==> src/sv/ipc_pkg.sv <==
package ipc_pkg;

    localparam int CFG_INDEX_W = 3;

    localparam logic [CFG_INDEX_W-1:0] REG_GAIN_P        = 3'd0;
    localparam logic [CFG_INDEX_W-1:0] REG_GAIN_I        = 3'd1;
    localparam logic [CFG_INDEX_W-1:0] REG_SAMPLE_PERIOD = 3'd2;
    localparam logic [CFG_INDEX_W-1:0] REG_OUT_MIN       = 3'd3;
    localparam logic [CFG_INDEX_W-1:0] REG_OUT_MAX       = 3'd4;

    localparam int BOUND_W = 16;
    localparam int DRIVE_W = 28;
    localparam int DRIVE_FRAC = 12;
    localparam int SUM_FRAC = 20;
    localparam int BOUND_EXT_W = BOUND_W + SUM_FRAC;

    localparam logic [BOUND_W-1:0] OUT_MIN_RESET = 16'd0;
    localparam logic [BOUND_W-1:0] OUT_MAX_RESET = 16'hFFFF;
    localparam logic [DRIVE_W-1:0] ROUND_HALF = 28'd2048;

endpackage

==> src/sv/incremental_pi_controller_core.sv <==
// A new error sample is accepted only in the idle state, once the previous result is on
// the output; a single shared multiplier forms sample_period*gain_i, the two halves of
// that product times the error, and the proportional term in turn, with an add into one
// accumulator after each error product. The clamp step waits while a prior result is unread.
// Reset (async, active low) restores register defaults and clears stored error and drive.
module incremental_pi_controller_core
    import ipc_pkg::*;
#(
    parameter int ERROR_WIDTH = 16,
    parameter int GAIN_WIDTH  = 16
)
(
    input  logic                                             clk,
    input  logic                                             rst_n,
    input  logic                                             cfg_valid,
    output logic                                             cfg_ready,
    input  logic [CFG_INDEX_W-1:0]                           cfg_index,
    input  logic [((GAIN_WIDTH > BOUND_W) ? GAIN_WIDTH : BOUND_W)-1:0] cfg_data,
    input  logic                                             in_valid,
    output logic                                             in_ready,
    input  logic signed [ERROR_WIDTH-1:0]                    error_in,
    output logic                                             out_valid,
    input  logic                                             out_ready,
    output logic [BOUND_W-1:0]                               drive_out
);

    localparam int GW = GAIN_WIDTH;
    localparam int EW = ERROR_WIDTH;
    localparam int MW = ((GW > EW) ? GW : EW) + 1;
    localparam int PW = GW + 1 + MW;
    localparam int ACC_MIN = 2 * GW + EW + 3;
    localparam int ACC_W = (ACC_MIN > BOUND_EXT_W + 2) ? ACC_MIN : BOUND_EXT_W + 2;
    localparam logic [GW-1:0] GAIN_P_RESET = GW'(256);
    localparam logic [GW-1:0] GAIN_I_RESET = '0;
    localparam logic [GW-1:0] PERIOD_RESET = GW'(256);

    typedef enum logic [2:0] {
        ST_IDLE,
        ST_MUL_TI,
        ST_MUL_LO,
        ST_MUL_HI,
        ST_MUL_KP,
        ST_ADD_KP,
        ST_CLAMP
    } state_t;

    state_t                    state_reg, state_next;
    logic [GW-1:0]             gain_p_reg, gain_p_next;
    logic [GW-1:0]             gain_i_reg, gain_i_next;
    logic [GW-1:0]             period_reg, period_next;
    logic [BOUND_W-1:0]        out_min_reg, out_min_next;
    logic [BOUND_W-1:0]        out_max_reg, out_max_next;
    logic signed [EW-1:0]      error_reg, error_next;
    logic signed [EW-1:0]      prev_error_reg, prev_error_next;
    logic [DRIVE_W-1:0]        prev_drive_reg, prev_drive_next;
    logic signed [PW-1:0]      prod_reg, prod_next;
    logic [GW-1:0]             ti_hi_reg, ti_hi_next;
    logic signed [ACC_W-1:0]   acc_reg, acc_next;
    logic                      out_valid_reg, out_valid_next;
    logic [BOUND_W-1:0]        drive_reg, drive_next;

    logic [GW-1:0]             mul_a;
    logic signed [GW:0]        mul_a_s;
    logic signed [MW-1:0]      mul_b;
    logic signed [PW-1:0]      mul_p;
    logic signed [EW:0]        error_diff;
    logic signed [ACC_W-1:0]   prod_ext;
    logic signed [ACC_W-1:0]   hi_ext;
    logic signed [ACC_W-1:0]   lo_ext;
    logic [BOUND_EXT_W-1:0]    clamped;
    logic [DRIVE_W-1:0]        drive_new;
    logic [DRIVE_W-1:0]        drive_round;
    logic                      in_fire;
    logic                      clamp_go;

    assign cfg_ready = 1'b1;
    assign in_ready  = (state_reg == ST_IDLE);
    assign in_fire   = in_valid && in_ready;
    assign out_valid = out_valid_reg;
    assign drive_out = drive_reg;
    assign clamp_go  = !out_valid_reg || out_ready;

    assign error_diff = {error_reg[EW-1], error_reg} - {prev_error_reg[EW-1], prev_error_reg};
    assign mul_a_s    = {1'b0, mul_a};
    assign mul_p      = mul_a_s * mul_b;
    assign prod_ext   = ACC_W'(prod_reg);
    assign hi_ext     = ACC_W'({out_max_reg, {SUM_FRAC{1'b0}}});
    assign lo_ext     = ACC_W'({out_min_reg, {SUM_FRAC{1'b0}}});

    always_comb
    begin
        case (state_reg)
            ST_MUL_TI:
            begin
                mul_a = period_reg;
                mul_b = MW'({1'b0, gain_i_reg});
            end
            ST_MUL_LO:
            begin
                mul_a = prod_reg[GW-1:0];
                mul_b = MW'(error_reg);
            end
            ST_MUL_HI:
            begin
                mul_a = ti_hi_reg;
                mul_b = MW'(error_reg);
            end
            default:
            begin
                mul_a = gain_p_reg;
                mul_b = MW'(error_diff);
            end
        endcase
    end

    always_comb
    begin
        if (acc_reg > hi_ext)
            clamped = BOUND_EXT_W'(hi_ext);
        else if (acc_reg < lo_ext)
            clamped = BOUND_EXT_W'(lo_ext);
        else
            clamped = acc_reg[BOUND_EXT_W-1:0];
        drive_new   = clamped[BOUND_EXT_W-1:BOUND_EXT_W-DRIVE_W];
        drive_round = drive_new + ROUND_HALF;
    end

    always_comb
    begin
        state_next      = state_reg;
        gain_p_next     = gain_p_reg;
        gain_i_next     = gain_i_reg;
        period_next     = period_reg;
        out_min_next    = out_min_reg;
        out_max_next    = out_max_reg;
        error_next      = error_reg;
        prev_error_next = prev_error_reg;
        prev_drive_next = prev_drive_reg;
        prod_next       = prod_reg;
        ti_hi_next      = ti_hi_reg;
        acc_next        = acc_reg;
        out_valid_next  = out_valid_reg;
        drive_next      = drive_reg;

        if (out_valid_reg && out_ready)
            out_valid_next = 1'b0;

        if (cfg_valid)
        begin
            case (cfg_index)
                REG_GAIN_P:        gain_p_next  = cfg_data[GW-1:0];
                REG_GAIN_I:        gain_i_next  = cfg_data[GW-1:0];
                REG_SAMPLE_PERIOD: period_next  = cfg_data[GW-1:0];
                REG_OUT_MIN:       out_min_next = cfg_data[BOUND_W-1:0];
                REG_OUT_MAX:       out_max_next = cfg_data[BOUND_W-1:0];
                default:           ;
            endcase
        end

        case (state_reg)
            ST_IDLE:
            begin
                if (in_fire)
                begin
                    error_next = error_in;
                    acc_next   = ACC_W'({prev_drive_reg, 8'b0});
                    state_next = ST_MUL_TI;
                end
            end
            ST_MUL_TI:
            begin
                prod_next  = mul_p;
                state_next = ST_MUL_LO;
            end
            ST_MUL_LO:
            begin
                ti_hi_next = prod_reg[2*GW-1:GW];
                prod_next  = mul_p;
                state_next = ST_MUL_HI;
            end
            ST_MUL_HI:
            begin
                acc_next   = acc_reg + prod_ext;
                prod_next  = mul_p;
                state_next = ST_MUL_KP;
            end
            ST_MUL_KP:
            begin
                acc_next   = acc_reg + (prod_ext <<< GW);
                prod_next  = mul_p;
                state_next = ST_ADD_KP;
            end
            ST_ADD_KP:
            begin
                acc_next   = acc_reg + (prod_ext <<< 8);
                state_next = ST_CLAMP;
            end
            ST_CLAMP:
            begin
                if (clamp_go)
                begin
                    prev_drive_next = drive_new;
                    prev_error_next = error_reg;
                    drive_next      = drive_round[DRIVE_W-1:DRIVE_FRAC];
                    out_valid_next  = 1'b1;
                    state_next      = ST_IDLE;
                end
            end
            default:
            begin
                state_next = ST_IDLE;
            end
        endcase
    end

    always_ff @(posedge clk or negedge rst_n)
    begin
        if (!rst_n)
        begin
            state_reg      <= ST_IDLE;
            gain_p_reg     <= GAIN_P_RESET;
            gain_i_reg     <= GAIN_I_RESET;
            period_reg     <= PERIOD_RESET;
            out_min_reg    <= OUT_MIN_RESET;
            out_max_reg    <= OUT_MAX_RESET;
            prev_error_reg <= '0;
            prev_drive_reg <= '0;
            out_valid_reg  <= 1'b0;
            drive_reg      <= '0;
        end
        else
        begin
            state_reg      <= state_next;
            gain_p_reg     <= gain_p_next;
            gain_i_reg     <= gain_i_next;
            period_reg     <= period_next;
            out_min_reg    <= out_min_next;
            out_max_reg    <= out_max_next;
            prev_error_reg <= prev_error_next;
            prev_drive_reg <= prev_drive_next;
            out_valid_reg  <= out_valid_next;
            drive_reg      <= drive_next;
        end
    end

    always_ff @(posedge clk)
    begin
        error_reg <= error_next;
        prod_reg  <= prod_next;
        ti_hi_reg <= ti_hi_next;
        acc_reg   <= acc_next;
    end

    a_busy_after_accept: assert property (@(posedge clk) disable iff (!rst_n)
        in_valid && in_ready |=> !in_ready)
        else $error("input accepted while a beat is in flight");

    a_result_from_clamp: assert property (@(posedge clk) disable iff (!rst_n)
        $rose(out_valid) |-> $past(state_reg == ST_CLAMP))
        else $error("result beat raised outside the clamp step");

    a_result_in_bounds: assert property (@(posedge clk) disable iff (!rst_n)
        state_reg == ST_CLAMP && clamp_go && out_min_reg <= out_max_reg
        |=> drive_out >= $past(out_min_reg) && drive_out <= $past(out_max_reg))
        else $error("drive outside clamp bounds");

endmodule
==> config.mk <==
export PLATFORM = sky130hd
export DESIGN_NAME = incremental_pi_controller_core
export DESIGN_NICKNAME = d
export VERILOG_FILES = /design/src/sv/ipc_pkg.sv /design/src/sv/incremental_pi_controller_core.sv
export SDC_FILE = /design/constraint.sdc
export NUM_CORES = 1
export LEC_CHECK = 0
export BUFFER_PORTS_ARGS = -buffer_cell sky130_fd_sc_hd__buf_2
export CAP_MARGIN = 10
export CORE_MARGIN = 4
export CORE_UTILIZATION = 40
export CTS_CLUSTER_SIZE = 28
export DETAILED_ROUTE_END_ITERATION = 10
export GPL_ROUTABILITY_DRIVEN = 0
export HOLD_SLACK_MARGIN = 0.05
export PLACE_DENSITY = 0.6
export SYNTH_ARGS = -nofsm -noshare
export SYNTH_HDL_FRONTEND = slang
export SYNTH_SLANG_ARGS = --single-unit
==> constraint.sdc <==
create_clock -name clk -period 19.5 [get_ports clk]
set_input_delay 0.975 -clock clk [delete_from_list [all_inputs] [get_ports clk]]
set_output_delay 0.975 -clock clk [all_outputs]
set_load 0.02 [all_outputs]
==> summary.md, run 1 <==
| Metric | Value |
|---|---|
| Status | complete, no violations |
| Worst reg2reg path depth | 27 |
| Syn_area_per_cell | 8.90 um^2 |
| Clk sinks | 261 |
| Cts hold-fix bufs | 0 |
| Startpoint Class | flop |
| Register clock-pin slew on the reported worst setup and hold paths | around 0.070 ns |
| Final Hold Vio Count | 0 |
| Final core utilization | 43.8% |
| Unrepaired setup endpoints after global routing | no |
| R2R Setup Slk | 10.36 ns |
| Largest register FFs | 51 |
| Netlist cell types | 88 |
| Grt ovf | 0 |
| Slowest CP cell | nand2_1 |
| Crit share post-route | 46.9% |
| # Post-CTS Setup Buffers | 0 |
| Setup TNS | 0 ns |
| WS Path Type | reg -> reg |
| Initial antenna violation count | 4 |
| Number of DRC markers in iteration 0 | between 2k and 2.5k |
| Syn_nets | ~3.7k |
| Drt wl/cell | 21.7 um |
| Vias in the first global route | 23.6k |
| First-pass GRT wire length | 141,000 um |
| DR vias/cell | about 5.7 |
| WL met3 | 7090 um |
| FF-to-FF End | prod_reg[31] |
| Reg-to-reg critical path startpoint | state_reg[0] |
| HP Class | in -> async |
| Max-capacitance violation count | 0 |
| Final count of pins violating max slew | 0 |
| Post-CTS Resized | 0 |
| PnR worst setup slack | 10.36 ns |
| Critical path required time | 19.81 ns |
| Die area | approximately 75,000 um^2 |
| DP HPWL | 69,300 um |
| Via Count | around 24k |
| Yosys warning total | 0 |
| Top sig layer | met5 |
| Nets | between 3k and 4k |
| Clock Latency Late Sink | 0.61 ns |
| Initial Utilization | approximately 40% |
| Residual DRC | 0 |
| #FFs+latches synth | 261 |
| TritonCTS clock tree | done |
| Post-synthesis cell area | 28,400 um^2 |
| Drt pass-1 iters | 6 |
| Pin count of the biggest net entering global routing | 82 |
| EDFF count, synth | 117 |
| Top-Level Pins | 59 |
| Port Buffer Count | 57 |
| CP Data Arrival Time | 9.45 ns |
| Commonest cells after routing, fill and taps aside | 366 x inv_1, 357 x nand2_1, 292 x ha_1 |
| Final wirelength | 90,300 um |
| Core area | 70,300 um^2 |
| Worst Max-Slew Pin Slew | 1.15 ns |
| Fmax | 109 MHz |
| Period minus WS final | 9.14 ns |
| Max Clock Skew | 0.0539 ns |
| Filler cell count | 6,887 |
| Cts bufs inserted | 29 |
| Synth async-reset ratio | 55.2% |
| Max incr delay on CP | 0.70 ns |
| Area grow syn2layout | 8.20% |
| Crit-path most repeated cell | fa_1 |
| Cell Rows | 97 |
| CTS Root Cell | clkbuf_16 |
| Synthesized instance count | 3,197 |
| Width of the chip | 275 um |
| Die Ht | 275 um |
| Register area share after synthesis | 25.1% |
| Layout cells sized above 1 | 8.73% |
| Htree depth | 1 |
| Commonest non-fill, non-tap cell in the layout | inv_1 |
| M1 WL | roughly 40,000 um |
| Gr usage total | 24.0% |
| Post-route ant nets | 0 |
| CTS Buffer Depth | 3 |
| Critical path fanouts, max | 40 |
| Worst setup EP type | flop |
| Setup WS pre-CTS | about 10 ns |
| Final Setup Violations | 0 |
| Primary FF master, synth | dfrtp_1 |
| Slew headroom | about a quarter |
| Met2 WL | 39,800 um |
==> routing by layer <==
metal	track usage, %	vias to the layer above
met5	0	-
met4	8.19	6
met3	3.87	210
met2	37.7	884
met1	33.6	11500
li1	-	11100
==> layout make-up <==
class	count	area (um^2)	area share, %
clock inverter	14	82.6	0.268
clock buffer	40	818	2.66
timing repair buffer	104	644	2.09
inverter	367	1380	4.48
multi-input combinational	2444	19500	63.5
tap	940	1180	3.82
sequential	261	7140	23.2
antenna	1	2.50	0.00813
==> cells in the mapped netlist (7+ instances only) <==
cell | count | area, um^2
clkbuf_1 | 108 | 405
ha_1 | 292 | 3650
nor2_1 | 260 | 976
a31oi_1 | 22 | 138
o22a_1 | 15 | 131
nand3b_1 | 8 | 60.1
xor2_1 | 53 | 464
xnor2_1 | 89 | 780
and2_1 | 35 | 219
a221oi_1 | 7 | 61.3
nor3_1 | 38 | 190
nand2b_1 | 30 | 188
o211ai_1 | 18 | 135
o21bai_1 | 19 | 143
edfxtp_1 | 117 | 3510
nand3_1 | 59 | 295
a211o_1 | 12 | 105
a211oi_1 | 27 | 203
nand2_1 | 357 | 1340
a222oi_1 | 8 | 80.1
nor4_1 | 9 | 56.3
a21oi_1 | 207 | 1040
dfrtp_1 | 126 | 3150
a221o_1 | 9 | 90.1
o21ai_0 | 170 | 851
a21o_1 | 65 | 488
buf_1 | 12 | 45.0
nand4_1 | 29 | 181
fa_1 | 213 | 4260
o21ai_1 | 20 | 100
o221ai_1 | 10 | 87.6
mux2i_1 | 35 | 350
and3_1 | 28 | 175
or3_1 | 10 | 62.6
o31ai_1 | 10 | 75.1
inv_1 | 366 | 1370
a22oi_1 | 26 | 195
o22ai_1 | 32 | 200
dfstp_2 | 18 | 473
or4_1 | 7 | 52.6
or2_2 | 9 | 56.3
mux2_2 | 72 | 811
nor2b_1 | 27 | 169
o21a_1 | 20 | 150
==> stage by stage <==
step	hold slack [ns]	instances	cell area, um^2
6_report	0.472	4171	30800
5_1_grt	0.478	4170	30800
4_1_cts	0.471	4170	30800
3_5_place_dp	0.457	4116	29900
3_3_place_gp	0.453	4116	29900
2_1_floorplan	0.438	3197	28400
==> cell families after synthesis <==
family	Yosys count	synth area share, %
fa+ha+maj	505	27.8
mux	109	4.16
xor+xnor	142	4.37
simple gates	927	14.8
compound gates	760	17.2
flops	261	25.1
buf+inv	492	6.54
other cells	1	0.0132
==> worst max-delay path by stage <==
stage,start,endpoint,slack [ns],cells past startpoint
6_report,state_reg[0],prod_reg[31],10.36,27
4_1_cts,state_reg[0],prod_reg[31],10.39,27
2_1_floorplan,error_reg[1],prod_reg[30],11.15,33
3_5_place_dp,state_reg[0],prod_reg[31],10.41,27
5_1_grt,state_reg[0],prod_reg[31],9.72,27
3_3_place_gp,error_reg[0],prod_reg[30],10.52,35
==> worst max-delay path, delay by kind of cell (launching register included) <==
| kind | cells | cell delay, ns |
|---|---|---|
| AOI/OAI and AO/OA | 6 | 1.83 |
| buffers and inverters | 5 | 1.27 |
| and+or+nand+nor | 8 | 1.88 |
| adders and majority gates | 7 | 3.42 |
| xor gates and xnor gates | 1 | 0.10 |
| DFF | 1 | 0.32 |
Power of run 1 is not shown: default switching activity piles up to over one toggle a cycle in this logic, so the estimate is an artifact.
==> inputs of run 2 (changes only) <==
ABC_AREA = 1   (was unset)
clock period = 8.57 ns   (was 19.5 ns; I/O delays follow)
==> run 2 against run 1 <==
  * Global-route usage increased by 1.3 points
  * Register-to-register slack worse by 9.8 ns
  * Worst hold slack lost 0.26 ns
  * Non-clock buffer count up 24
  * Synthesized area is 3.4% higher
  * Synthesized cell count is 23% higher
  * Die area rose by 3.3%
  * Cell area grew 4.8%
  * First-iteration DRC count grew 12%
  * Critical path depth grew 6
  * Utilization is 0.40 points higher
  * Sequential share of layout area shrank 1.1 points
  * Highest routed layer is now met4
==> summary.md, run 2 <==
| Metric | Value |
|---|---|
| Initial antenna violation count | 0 (-4) |
| Worst Hold End | out_min_reg[1] |
| Cell taking the most area after synthesis | fa_1 |
| Register clock-pin slew on the reported worst setup and hold paths | 0.06 ns (about the same) |
| Residual DRC | 0 (unchanged) |
| Clock Latency Late Sink | 0.61 ns (about the same) |
| Commonest non-fill, non-tap cell in the layout | nand2_1 |
| Initial Utilization | 40.3% (-0.17 points) |
| Yosys warning total | 0 (unchanged) |
| Top-Level Pins | 59 (unchanged) |
| Netlist cell types | 58 (-34%) |
| Nets | 4,565 (+22%) |
| Commonest cells in the netlist | 850 x nand2_1, 661 x inv_1, 399 x nor2_1 |
| Gr usage total | 25.3% (+1.3 points) |
| Final Hold Vio Count | 0 (unchanged) |
| Period minus WS final | 8.00 ns (-1.15 ns) |
| Commonest cells after routing, fill and taps aside | 849 x nand2_1, 661 x inv_1, 395 x nor2_1 |
| Width of the chip | 279 um (+1.6%) |
| Critical path fanouts, max | 13 (-68%) |
| Slowest CP cell | fa_1 |
| Antenna diodes | 0 (-1) |
| Worst Max-Slew Pin Slew | 1.19 ns (+0.0382 ns) |
| Htree depth | 1 (unchanged) |
| Clk sinks | 261 (unchanged) |
| DR vias/cell | 5.42 (-4.9%) |
| Largest register FFs | 51 (unchanged) |
| DP HPWL | 80,700 um (+16%) |
| Post-synthesis cell area | 29,400 um^2 (+3.4%) |
| Register area share after synthesis | 24.3% (-0.82 points) |
| Slew headroom | 20.4% (-3.0 points) |
| Max Clock Skew | 0.0456 ns (-0.00832 ns) |
| CTS Root Cell | clkbuf_16 |
| Final wirelength | 100,000 um (+11%) |
| Setup TNS | 0 ns (unchanged) |
| WS Path Type | reg -> reg |
| Drt pass-1 iters | 6 (unchanged) |
| Drt wl/cell | 20.0 um (-7.5%) |
| Vias in the first global route | 26.2k (+11%) |
| Layout cells sized above 1 | 6.55% (-2.2 points) |
| Synthesized instance count | 3,947 (+23%) |
| Critical path required time | 8.88 ns (-10.93 ns) |
| Grt ovf | 0 (unchanged) |
| Buf/Inv on CP | 7 (+2) |
| Worst reg2reg path depth | 33 (+22%) |
| Status | complete, no violations |
| Syn_nets | 4,492 (+20%) |
| Synth async-reset ratio | 55.2% (unchanged) |
| Syn_area_per_cell | 7.45 um^2 (-16%) |
| Top-area cell type share of the netlist area | 14.5% (-0.49 points) |
| #FFs+latches synth | 261 (unchanged) |
| TritonCTS clock tree | done |
| EDFF count, synth | 117 (unchanged) |
| Die Ht | 279 um (+1.6%) |
| Multi-input combinational cell area | 19,400 um^2 (-0.77%) |
| Filler cell count | 7,444 (+8.1%) |
| Crit share post-route | 93.3% (+46 points) |
| Final count of pins violating max slew | 0 (unchanged) |
| CTS Buffer Depth | 3 (unchanged) |
| R2R Setup Slk | 0.57 ns (-9.78 ns) |
| Cts bufs inserted | 31 (+6.9%) |
| Port Buffer Count | 57 (unchanged) |
| FF/Latch Area | 7140 um^2 (about the same) |
| FF-to-FF End | prod_reg[32] |
| Max-capacitance violation count | 0 (unchanged) |
| Reg-to-reg critical path startpoint | prev_error_reg[0] |
| Hold-critical path depth | 3 |
| Via Count | 27.1k (+14%) |
| CP top delay family | adder cells |
| Dominant cell by count in the synthesized netlist | nand2_1 |
| Max incr delay on CP | 0.56 ns (-0.14 ns) |
| Cell Rows | 99 (+2.1%) |
| HP Class | in -> reg |
| Post-route ant nets | 0 (unchanged) |
| Final Setup Violations | 0 (unchanged) |
| Area grow syn2layout | 9.67% |
| Worst setup EP type | flop |
| Area contributors post-synth | fa_1 14%, ha_1 12%, edfxtp_1 12%, nand2_1 11%, dfrtp_1 11% |
| Core area | 73,000 um^2 (+3.8%) |
| Unrepaired setup endpoints after global routing | no |
| Pin count of the biggest net entering global routing | 79 (-3.7%) |
| First-pass GRT wire length | 154,000 um (+8.9%) |
| Startpoint Class | flop |
| Number of DRC markers in iteration 0 | 2,496 (+12%) |
| Die area | 77,900 um^2 (+3.3%) |
| Fmax | 125 MHz (+14%) |
| Primary FF master, synth | dfrtp_1 |
| CP Data Arrival Time | 8.31 ns (-1.14 ns) |
| Cell count along the critical path | 33 (+22%) |
| Hold path startpoint | cfg_data[1] |
==> run 2: logic make-up after synthesis <==
| family | share of synthesized area [%] |
|---|---|
| adder cells (fa/ha/maj) | 26.9 |
| AO/OA/AOI/OAI | 15.3 |
| AND/OR/NAND/NOR | 22.0 |
| flip-flops | 24.3 |
| other | 0.0127 |
| buffers and inverters | 9.89 |
| XOR/XNOR | 1.61 |
==> run 2: final cells by class <==
cell class / instances / area share [%]
multi-input combinational: 2927 / 60.1
inverter: 671 / 7.81
timing repair buffer: 128 / 2.76
tap: 959 / 3.72
clock inverter: 12 / 0.314
clock buffer: 45 / 3.15
sequential: 261 / 22.1
==> run 2: metal layers <==
layer  global-route usage [%]  vias up  part of all wire, %
met2                     41.8     1031                   46
met1                     33.1    12800                   41
met4                     11.1        0                  5.6
li1                         -    13000                    -
met3                     3.62      259                  7.1
met5                        0        -                    0
==> run 2: worst max path at each step <==
stage | from | end | slack (ns)
3_5_place_dp | error_reg[0] | prod_reg[29] | 0.54
6_report | prev_error_reg[0] | prod_reg[32] | 0.57
5_1_grt | error_reg[0] | prod_reg[32] | 0.05
3_3_place_gp | error_reg[0] | prod_reg[29] | 0.61
2_1_floorplan | error_reg[0] | prod_reg[29] | 1.23
4_1_cts | prev_error_reg[0] | prod_reg[29] | 0.51
==> run 2: worst reg2reg max path, delay by kind of cell (launching register included) <==
kind	cells	cell delay (ns)
buf+inv	7	0.70
fa+ha+maj	9	4.09
xor+xnor	1	0.08
simple gates	6	0.86
compound gates	10	1.61
flops	1	0.38
==> run 2: stage by stage <==
stage / setup slack (ns) / utilization, % / area [um^2] / hold WS, ns / std cells
6_report: 0.573 / 44.2 / 32300 / 0.216 / 5003
3_5_place_dp: 0.544 / 42.4 / 30900 / 0.463 / 4927
2_1_floorplan: 1.23 / - / 29400 / 0.133 / 3947
4_1_cts: 0.514 / 44.2 / 32200 / 0.202 / 5002
3_3_place_gp: 0.611 / 42.4 / 30900 / 0.451 / 4927
5_1_grt: 0.0460 / 44.2 / 32300 / 0.242 / 5003
==> run 2: timing repair <==
item                       in CTS  in global routing
hold buffers                   18                  0
resized for setup               0                  2
buffers inserted                0                  0
setup endpoints to repair       0                  2
hold endpoints to repair       73                  0
Power of run 2 is left out for the same reason.
